$ cat config.mk
export PLATFORM = sky130hd
export DESIGN_NAME = orl_cell
export DESIGN_NICKNAME = d
export VERILOG_FILES = /design/src/rtl/orl_pkg.sv /design/src/rtl/orl_cell.sv
export SDC_FILE = /design/constraint.sdc
export NUM_CORES = 1
export LEC_CHECK = 0
export BUFFER_PORTS_ARGS = -buffer_cell sky130_fd_sc_hd__buf_4
export CAP_MARGIN = 20
export CORE_AREA = 2 2 133 135
export CTS_CLUSTER_DIAMETER = 40
export DETAILED_ROUTE_END_ITERATION = 6
export DIE_AREA = 0 0 135 137
export HOLD_SLACK_MARGIN = 0.06
export SLEW_MARGIN = 0
export SYNTH_ARGS = -nofsm -noshare
export SYNTH_HDL_FRONTEND = slang
export SYNTH_SLANG_ARGS = --single-unit
$ cat constraint.sdc
create_clock -name i_clk -period 9 [get_ports i_clk]
set_clock_uncertainty 0.05 [all_clocks]
set_input_delay 0.9 -clock i_clk [delete_from_list [all_inputs] [get_ports i_clk]]
set_output_delay 0.9 -clock i_clk [all_outputs]
set_load 0.005 [all_outputs]
$ cat src/rtl/orl_pkg.sv
// ============================================================================
// orl_pkg
// Shared types, field widths and codes for the ordered record list.
// ============================================================================
package orl_pkg;

    localparam int DEPTH_DEF = 64;

    localparam int OP_W  = 2;
    localparam int POS_W = 7;
    localparam int KEY_W = 32;
    localparam int PAY_W = 32;
    localparam int ST_W  = 2;
    localparam int IDX_W = 6;
    localparam int CNT_W = 7;

    localparam logic [OP_W-1:0] OP_INSERT = 2'd0;
    localparam logic [OP_W-1:0] OP_SEARCH = 2'd1;
    localparam logic [OP_W-1:0] OP_DELETE = 2'd2;

    localparam logic [ST_W-1:0] ST_OK        = 2'd0;
    localparam logic [ST_W-1:0] ST_NOT_FOUND = 2'd1;
    localparam logic [ST_W-1:0] ST_FULL      = 2'd2;
    localparam logic [ST_W-1:0] ST_BAD_POS   = 2'd3;

    typedef struct packed {
        logic [OP_W-1:0]         operation;
        logic [POS_W-1:0]        position;
        logic signed [KEY_W-1:0] key;
        logic [PAY_W-1:0]        payload;
    } t_cmd;

    typedef struct packed {
        logic [ST_W-1:0]         status;
        logic [IDX_W-1:0]        index;
        logic signed [KEY_W-1:0] found_key;
        logic [PAY_W-1:0]        found_payload;
        logic [CNT_W-1:0]        count_after;
        logic                    last;
    } t_res;

    // Control broadcast from the sequencer to every cell of the chain.
    typedef struct packed {
        logic                    ins;        // open a slot at 'at' and load key/pay
        logic                    del;        // close the slot at 'at'
        logic                    tok_load;   // place the scan token in cell zero
        logic                    tok_shift;  // move the scan token one cell up
        logic [POS_W-1:0]        at;
        logic [POS_W-1:0]        count;
        logic signed [KEY_W-1:0] key;
        logic [PAY_W-1:0]        pay;
    } t_cell_ctl;

    function automatic t_res mk_fail(input logic [ST_W-1:0] st,
                                     input logic [CNT_W-1:0] cnt);
        t_res r;
        r               = '0;
        r.status        = st;
        r.count_after   = cnt;
        r.last          = 1'b1;
        return r;
    endfunction

endpackage

$ cat src/rtl/orl_cell.sv
// ============================================================================
// orl_cell
// One slot of the record chain: holds a key, a payload and a scan token bit.
// ============================================================================
module orl_cell #(
    parameter int IDX = 0
) (
    input  logic                             i_clk,
    input  logic                             i_rst_n,
    input  orl_pkg::t_cell_ctl               i_ctl,
    input  logic signed [orl_pkg::KEY_W-1:0] i_left_key,
    input  logic [orl_pkg::PAY_W-1:0]        i_left_pay,
    input  logic signed [orl_pkg::KEY_W-1:0] i_right_key,
    input  logic [orl_pkg::PAY_W-1:0]        i_right_pay,
    input  logic                             i_tok,
    output logic signed [orl_pkg::KEY_W-1:0] o_key,
    output logic [orl_pkg::PAY_W-1:0]        o_pay,
    output logic                             o_tok,
    output logic                             o_hit,
    output logic signed [orl_pkg::KEY_W-1:0] o_sel_key,
    output logic [orl_pkg::PAY_W-1:0]        o_sel_pay
);
    import orl_pkg::*;

    localparam logic [POS_W-1:0] MY_POS  = POS_W'(IDX);
    localparam logic [POS_W-1:0] NXT_POS = POS_W'(IDX + 1);

    logic signed [KEY_W-1:0] r_key;
    logic [PAY_W-1:0]        r_pay;
    logic                    r_tok;

    always_ff @(posedge i_clk) begin
        if (i_ctl.ins) begin
            if (MY_POS > i_ctl.at && MY_POS <= i_ctl.count) begin
                r_key <= i_left_key;
                r_pay <= i_left_pay;
            end else if (MY_POS == i_ctl.at) begin
                r_key <= i_ctl.key;
                r_pay <= i_ctl.pay;
            end
        end else if (i_ctl.del) begin
            if (MY_POS >= i_ctl.at && NXT_POS < i_ctl.count) begin
                r_key <= i_right_key;
                r_pay <= i_right_pay;
            end
        end
    end

    always_ff @(posedge i_clk) begin
        if (!i_rst_n) begin
            r_tok <= 1'b0;
        end else if (i_ctl.tok_load) begin
            r_tok <= (IDX == 0);
        end else if (i_ctl.tok_shift) begin
            r_tok <= i_tok;
        end
    end

    assign o_key     = r_key;
    assign o_pay     = r_pay;
    assign o_tok     = r_tok;
    assign o_hit     = r_tok && (r_key == i_ctl.key);
    assign o_sel_key = r_tok ? r_key : '0;
    assign o_sel_pay = r_tok ? r_pay : '0;

endmodule

* Word level (Yosys, flattened, before mapping)
Index checks and enable logic that the tools add are counted.
** Word-level totals
- Register bits :: 65
- Output and inout bits :: 130
- Word-level logic and storage cells :: 31
** Cells by class
- Reductions and logical operators :: 8
- Magnitude comparators :: 4
- Mux-type cells :: 14
- Eq/ne operators :: 2
** Operator list (number)
- $mux W32 :: 12
- $eq A32 B32 Y1 :: 1
- $ge A1 B7 Y1 const A :: 1
- $gt A1 B7 Y1 const A :: 1
- $le A1 B7 Y1 const A :: 1
- $logic_not A7 Y1 :: 1
- $lt A1 B7 Y1 const A :: 1
- $reduce_bool A2 Y1 :: 3
- $logic_and A1 B1 Y1 :: 3
- $ne A3 B1 Y1 const B :: 1
- $reduce_and A3 Y1 :: 1
- $mux W1 :: 2

* Depth between registers and ports, before layout
Gate-level depths: netlist (run 1).
- Depth after elaboration :: 5
- Gate-level depth with buffers :: 4

* Worst setup path before layout (run 1)
Ideal clock, no wire load.
- Kind :: input port to flip-flop
- Start :: input port i_ctl[81] (netlist name)
- End :: register r_key[0], in the netlist o_key[0] (enable)
- Setup slack :: 4.453 ns
- Library setup time :: 0.487 ns
- Data required time :: 8.463 ns
- Path buffers :: 2
- Arrival time :: 4.010 ns
- Stages :: 4
- Cells stage by stage :: buf_2 > buf_4 > a21oi_1 > nor2_1
** Between the ends
- Longest elaborated chain between the ends :: 2
- Elaborated cells between the ends (all ways) :: 4
** RTL lines
- start, declared :: RTL line orl_cell.sv:10 : input orl_pkg::t_cell_ctl i_ctl,
- $ne A3 B1 Y1 (no source line) / $reduce_bool A2 Y1 (equally long branches)
- $reduce_and A3 Y1 (no source line) (*)
- end signal, assigned :: RTL line orl_cell.sv:35 : r_key <= i_left_key;
- end signal, assigned :: RTL line orl_cell.sv:38 : r_key <= i_ctl.key;
- end signal, assigned :: RTL line orl_cell.sv:43 : r_key <= i_right_key;
- end, declared :: RTL line orl_cell.sv:28 : logic signed [KEY_W-1:0] r_key;
Every way passes the cells marked *; elsewhere a longest branch is shown, timed or not.
A chain may end at the register's enable or synchronous reset.

* Final worst setup path (run 1)
- Start :: input port i_ctl[43] (netlist name)
- End :: output port o_hit
** Between the ends
- Longest elaborated chain between the ends :: 2
** RTL lines
- $eq A32 B32 Y1 :: RTL line orl_cell.sv:62 : assign o_hit = r_tok && (r_key == i_ctl.key);
- $logic_and A1 B1 Y1 :: RTL line orl_cell.sv:62
- end, declared :: RTL line orl_cell.sv:19 : output logic o_hit,
No other way between the ends.

==> flow_summary.ini, run 1 <==
[placed_design]
gp_congestion = 0.879
port_buffers = 277
placed_cells_incl_taps = 750
pre_cts_slack_ns = 5.79
dp.final_hpwl_um = 9070

[timing]
maxSlewHeadroom_pct = 33.7
clock.fmax_mhz = 320
timing_hold_violations_final = 0
final_min_period_over_clock_period_pct = 34.7
drv_slew = 0
finalWorstPathRequiredPeriod_ns = 3.12
final_critical_path_setup_slack_ns = 5.88
setup_repair_after_global_routing_missed_its_margin = no
setup_total_negative_slack_ns = 0
worst_margin_slew_ns = 0.995
timing.final.setup_violations = 0

[global_routing]
antenna_found_initial = 0
first_pass_grt_wire_length_um = 17300
number_of_global_route_vias_before_repair = 3312
gr-usage-all-layers_pct = 12.4
largest_net_degree_at_the_start_of_global_routing = 68
gr-total-overflow = 0

[detailed_routing]
postRouteAntennaNets = 0
route.detailed.drc = 0
top_signal_layer_used = met4
detailed_route_wire_length_on_metal_1_um = 4590
drt-total-wl_um = 11900
routed-via-count = 3156
detail_route.first_pass.iterations = 4
first_iter_violations = 92
routedWlPerCell_um = 15.6
drt_via_density = 4.12
met3_wirelength_um = 1120
met2_wirelength_um = 5920

[synth]
ys_ff_latch = 65
postSynthAreaPerCell_um2 = 13.6
seq_area_frac_synth_pct = 54.7
syn-num-nets = 474
fraction_of_synthesized_cell_area_in_xor_and_xnor_cells_pct = 7.90
synthCells = 261
syn_area_um2 = 3550
post_synth_mux_area_share_pct = 20.6
synthSimpleGateAreaFrac_pct = 14.3
synth_compound_gate_area_share_pct = 0.353
yosys_warnings = 0
synth_adder_area_share_pct = 0
yosys.cell_types.count = 18
main_combinational_cell_family_by_area_after_synthesis = multiplexers

[floorplanning]
die_area_um2 = 18500
floorplan.initialDensity_pct = 20.8
core.rowCount = 48
io-pin-count = 343
die_w_um = 135
core_area_um2 = 17100
chipHeight_um = 137

[critical_path]
crit_path_frequent_cell = buf_4
required_ns = 8.05
r2r_start = o_tok$_SDFFE_PN0P_
setup.worst_path.start = i_ctl[43]
arrival_ns = 2.17
setup.worst_path.class = input port to output port
worst_setup_path_end_kind = output port
critical-path-max-stage-delay_ns = 0.49
launching_element_type_of_the_critical_path = input port
worst-path-max-fanout = 2
worst_path_max_delay_cell = nor4_1
critical_path.cell_chain = buf_4 > xor2_1 > nor4_1 > nand4_1 > nor3_2 > buf_4

[pwr]
pwr-share-seq_pct = 42.7
p_switching_mw = 0.170
vdd.ir_drop.worst_v = 0.0000885
power_report.internal_total_mw = 0.635
clockPowerShare_pct = 42.0
combinational_group_share_of_total_power_pct = 15.3
power_switching_share_pct = 21.1
leakage_nw = 2.67
p_per_area_nw_per_um2 = 131

[layout]
area.growth.synth_to_final_pct = 72.8
antenna_cells = 0
nNetsFinal = 749
final-instance-count-excl-fill = 766
filler_cell_count = 1701
layout-drive-gt1-share_pct = 66.2
finalCoreUtilization_pct = 36.0

[clocking]
postCtsResizedCells = 0
insertion_delay_ns = 0.33
cts_buffers = 9
clk_root_buffer_cell = clkbuf_16
tritoncts = done
cts_hold_buf = 0
cts_max_level = 3
clock_input_transition_at_the_sequential_cells_of_the_worst_setup_and_hold_paths_ns = 0.06
postCtsSetupBuffers = 0
cts.sinks = 65
cts-root-to-sink-buffers = 2

[min_path]
worst_hold_path_type = input port to flip-flop
hold_path_startpoint = i_rst_n

[outcome]
run_status = complete, no violations

[job]
max_cap_violations = 0
[cells in the mapped netlist]
| master | count | area (µm²) |
|---|---|---|
| a21oi_1 | 1 | 5.00 |
| mux2_2 | 65 | 732 |
| clkbuf_1 | 7 | 26.3 |
| nor3_1 | 2 | 10.0 |
| nand2_1 | 2 | 7.51 |
| xnor2_1 | 1 | 8.76 |
| nor4_1 | 9 | 56.3 |
| buf_2 | 2 | 10.0 |
| o21a_1 | 1 | 7.51 |
| nand4_1 | 1 | 6.26 |
| buf_4 | 5 | 37.5 |
| dfxtp_1 | 1 | 20.0 |
| nor2_1 | 2 | 7.51 |
| and2_1 | 64 | 400 |
| nand3_1 | 2 | 10.0 |
| edfxtp_1 | 64 | 1920 |
| xor2_1 | 31 | 272 |
| nor3_2 | 1 | 10.0 |
[path summary, 6_finish.rpt]
check / endpoint / slack (ns) / cells past startpoint
worst max register to register: o_tok$_SDFFE_PN0P_ / 7.50 / 2
worst min-delay path: o_tok$_SDFFE_PN0P_ / 0.72 / 2
worst min register to register: o_tok$_SDFFE_PN0P_ / 1.21 / 2
worst max-delay path: o_hit / 5.88 / 6
[worst max-delay path, delay by kind of cell]
| family | cells | cell delay, ns |
|---|---|---|
| simple gates | 3 | 0.87 |
| buf+inv | 2 | 0.25 |
| xor+xnor | 1 | 0.15 |
[sequential cells by signal (all words and copies together), names as in the netlist]
register,flops
o_key,32
o_pay,32
o_tok,1
[layer usage]
layer	GRT usage (%)	vias to the layer above
met5	0	-
li1	-	1489
met4	6.19	0
met2	21.8	195
met3	4.07	16
met1	13.5	1456
[area by class of cell]
class,count,area (µm²),share of cell area (%)
tap,225,282,4.59
sequential,65,1940,31.7
timing repair buffer,278,2090,34.0
clock inverter,4,43.8,0.714
clock buffer,12,236,3.86
multi-input combinational,182,1540,25.1
[per-stage QoR]
step | total power [mW] | instance area (µm²) | hold WS (ns)
after floorplan | 0.394 | 3550 | 0.834
after global placement | 0.472 | 5850 | 1.07
after detailed placement | 0.474 | 5850 | 1.06
after CTS | 0.821 | 6130 | 0.699
after global routing | 0.842 | 6130 | 0.704
final | 0.804 | 6130 | 0.722
[power by group through the flow]
stage,clock network (mW),registers (mW),logic (mW)
floorplan,0,0.345,0.0497
global placement,0,0.349,0.122
detailed placement,0,0.350,0.125
CTS,0.353,0.344,0.125
global route,0.365,0.344,0.133
finish,0.338,0.344,0.123
[placed cells by master, fill, tap and decap left out, types with 2 or more instances in the layout]
cell type / count
xor2_1: 31
clkbuf_16: 9
nand3_1: 2
and2_1: 64
buf_4: 278
edfxtp_1: 64
clkbuf_1: 3
nor3_1: 2
mux2_2: 65
nand2_1: 2
clkinv_2: 2
nor4_1: 9
[logic make-up after synthesis]
kind of cell,after synthesis
muxes,65
DFF,65
buffers and inverters,14
and+or+nand+nor,83
AOI/OAI and AO/OA,2
xor gates and xnor gates,32
Note: power is estimated with default switching activity, not from simulation.
==> inputs of run 2 (changes only) <==
--- a/config.mk
+++ b/config.mk
@@ -5,12 +5,13 @@
 export SDC_FILE = /design/constraint.sdc
 export NUM_CORES = 1
 export LEC_CHECK = 0
+export ABC_AREA = 1
 export BUFFER_PORTS_ARGS = -buffer_cell sky130_fd_sc_hd__buf_4
 export CAP_MARGIN = 20
-export CORE_AREA = 2 2 133 135
+export CORE_AREA = 2 2 135 137
 export CTS_CLUSTER_DIAMETER = 40
 export DETAILED_ROUTE_END_ITERATION = 6
-export DIE_AREA = 0 0 135 137
+export DIE_AREA = 0 0 137 139
 export HOLD_SLACK_MARGIN = 0.06
 export SLEW_MARGIN = 0
 export SYNTH_ARGS = -nofsm -noshare
==> constraint.sdc (replaced) <==
create_clock -name i_clk -period 3.1 [get_ports i_clk]
set_clock_uncertainty 0.05 [all_clocks]
set_input_delay 0.31 -clock i_clk [delete_from_list [all_inputs] [get_ports i_clk]]
set_output_delay 0.31 -clock i_clk [all_outputs]
set_load 0.005 [all_outputs]
==> run 2 against run 1 <==
Compared with the run above:
- synthesized cell count up 110%
- sequential share of layout area decreased by 1.7 points
- via count is 31% higher
- non-clock buffer count rose by 5
- first-iteration DRC count rose by 63%
- flip-flop and latch count unchanged
- worst setup slack got worse by 5.0 ns
- count of clock-buffer cells in the layout fell by 3
- cell area is 5.8% higher
- utilization up 0.80 points
- sequential power grew to 2.9 times the previous value
- largest power group is now the clock network
==> flow_summary.ini, run 2 <==
[clocking]
postCtsResizedCells = 0
postCtsSetupBuffers = 0
cts.sinks = 65
cts_hold_buf = 0
insertion_delay_ns = 0.33
cts-root-to-sink-buffers = 2
cts_buffers = 9
clock_input_transition_at_the_sequential_cells_of_the_worst_setup_and_hold_paths_ns = 0.06
clk_root_buffer_cell = clkbuf_16
cts_max_level = 3
tritoncts = done

[detailed_routing]
first_iter_violations = 150
route.detailed.drc = 0
routedWlPerCell_um = 13.1
routed-via-count = 4134
drt-total-wl_um = 13700
drt_via_density = 3.96
detail_route.first_pass.iterations = 4
postRouteAntennaNets = 0

[layout]
final_common_cell = buf_4
area.growth.synth_to_final_pct = 68.4
post-route-cell-area_um2 = 6490
filler_cell_count = 1897
finalCoreUtilization_pct = 36.8
antenna_cells = 0
layout-drive-gt1-share_pct = 37.0
most-common-layout-cells = buf_4 (282), nand2_1 (277), inv_1 (106)
nNetsFinal = 1022

[pwr]
fin_total_pwr_mw = 2.48
vdd.ir_drop.worst_v = 0.000246
p_per_area_nw_per_um2 = 382
leakage_nw = 3.68

[global_routing]
gr-usage-all-layers_pct = 14.3
gr-total-overflow = 0
antenna_found_initial = 0
largest_net_degree_at_the_start_of_global_routing = 56
first_pass_grt_wire_length_um = 20500
number_of_global_route_vias_before_repair = 3954

[critical_path]
timing.critical_path.buf_inv = 1
ff2ff_path_depth = 3
rrSetupSlack_ns = 1.53
critical_path.top_delay_family = flip-flops
arrival_ns = 1.82
launching_element_type_of_the_critical_path = flip-flop
setup.worst_path.class = flip-flop to output port
critical_path.cell_chain = a21boi_1 > nand2_1 > nor3_1 > nand3_1 > nor2_1 > buf_4
required_ns = 2.74
setup.worst_path.start = o_tok$_SDFFE_PN0P_
worst_path_max_delay_cell = dfxtp_2
r2r-end = o_tok$_SDFFE_PN0P_
critical-path-max-stage-delay_ns = 0.63
worst_setup_path_end_kind = output port
r2r_start = o_tok$_SDFFE_PN0P_
worst-path-max-fanout = 26

[synth]
syn_area_um2 = 3850
seq_area_frac_synth_pct = 50.4
syn-num-nets = 749
synthTopCellsByCount = nand2_1 (277), inv_1 (106), edfxtp_1 (64)
yosysTopAreaCellShare_pct = 49.9
synth-main-ff-cell = edfxtp_1
synth_edf_count = 64
ranking_of_synthesized_cells_by_area = edfxtp_1 (50%), nand2_1 (27%), inv_1 (10%)
synth.largest_area_cell = edfxtp_1
leading_cell_type_by_number_of_instances_after_synthesis = nand2_1
share_of_async_settable_or_async_resettable_flops_after_synthesis_pct = 0
yosys_warnings = 0
synthCells = 536
postSynthAreaPerCell_um2 = 7.19
yosys.cell_types.count = 22
ys_ff_latch = 65

[job]
max_cap_violations = 0

[min_path]
worstHoldPathCells = 3
hold_path_startpoint = i_right_key[2]
worst_hold_path_type = input port to flip-flop
worstHoldEndpoint = o_key[2]$_DFFE_PP_

[timing]
clock.fmax_mhz = 460
worst_margin_slew_ns = 0.520
timing.hold.ws_ns = 0.185
maxSlewHeadroom_pct = 65.3
timing_hold_violations_final = 0
setup_total_negative_slack_ns = 0
finalWorstPathRequiredPeriod_ns = 2.18
setup_repair_after_global_routing_missed_its_margin = no
drv_slew = 0
final_min_period_over_clock_period_pct = 70.2
timing.final.setup_violations = 0

[floorplanning]
core_area_um2 = 17700
core.rowCount = 49
floorplan.initialDensity_pct = 21.8
die_w_um = 137
die_area_um2 = 19000
io-pin-count = 343
chipHeight_um = 139

[placed_design]
post_dp_cell_area_um2 = 6170
port_buffers = 277
gp_congestion = 0.757
dp.final_hpwl_um = 10600

[outcome]
run_status = complete, no violations
[run 2: cell types whose count changed after synthesis, moves of 2 or more]
cell	before	now
inv_1	0	106
xnor2_1	1	5
and2_1	64	0
buf_6	0	3
xor2_1	31	3
nor4_1	9	1
buf_4	5	0
buf_2	2	15
nor2_1	2	17
o21ai_1	0	2
nand2_1	2	277
clkbuf_1	7	2
mux2_2	65	0
o21ai_0	0	27
[run 2: cell families after synthesis]
| kind of cell | share of synthesized area [%] |
|---|---|
| and+or+nand+nor | 29.4 |
| buffers and inverters | 13.6 |
| AOI/OAI and AO/OA | 4.80 |
| xor gates and xnor gates | 1.82 |
| DFF | 50.4 |
[run 2: cell type report]
| type | instances | area [µm²] | area share [%] |
|---|---|---|---|
| timing repair buffer | 283 | 2140 | 32.9 |
| sequential | 65 | 1940 | 29.9 |
| multi-input combinational | 343 | 1400 | 21.6 |
| inverter | 107 | 402 | 6.19 |
| tap | 229 | 287 | 4.41 |
| clock buffer | 9 | 225 | 3.47 |
| clock inverter | 7 | 95.1 | 1.47 |
[run 2: where the power goes]
part	internal, mW	leakage (nW)	switching, mW
clock network	0.702	0.145	0.399
logic	0.221	2.97	0.167
registers	0.978	0.565	0.0110
[run 2: stage by stage]
stage	worst slack, ns	std cells
finish	0.924	1043
global route	0.733	1043
CTS	0.843	1043
detailed placement	1.23	1027
global placement	1.22	1027
floorplan	0.178	536
[run 2: worst max path at each step]
stage	cells past startpoint	slack, ns	endpoint
floorplan	4	0.18	o_key[0]$_DFFE_PP_
global placement	5	1.22	o_key[18]$_DFFE_PP_
detailed placement	4	1.23	o_sel_pay[19]
CTS	6	0.84	o_hit
global route	6	0.73	o_hit
finish	6	0.92	o_hit
[run 2: worst register-to-register path, cell delays in order, from the launching register on]
cell and delay (ns):
dfxtp_2 0.63, buf_4 0.49, nand2_1 0.11, a21boi_0 0.20
[run 2: per-layer routing]
metal	vias to the layer above	global-route usage (%)	wire, µm
met3	17	3.65	1240
met2	187	24.8	6630
met1	1784	16.6	5570
li1	2146	-	-
met5	-	0	0
met4	0	5.70	269
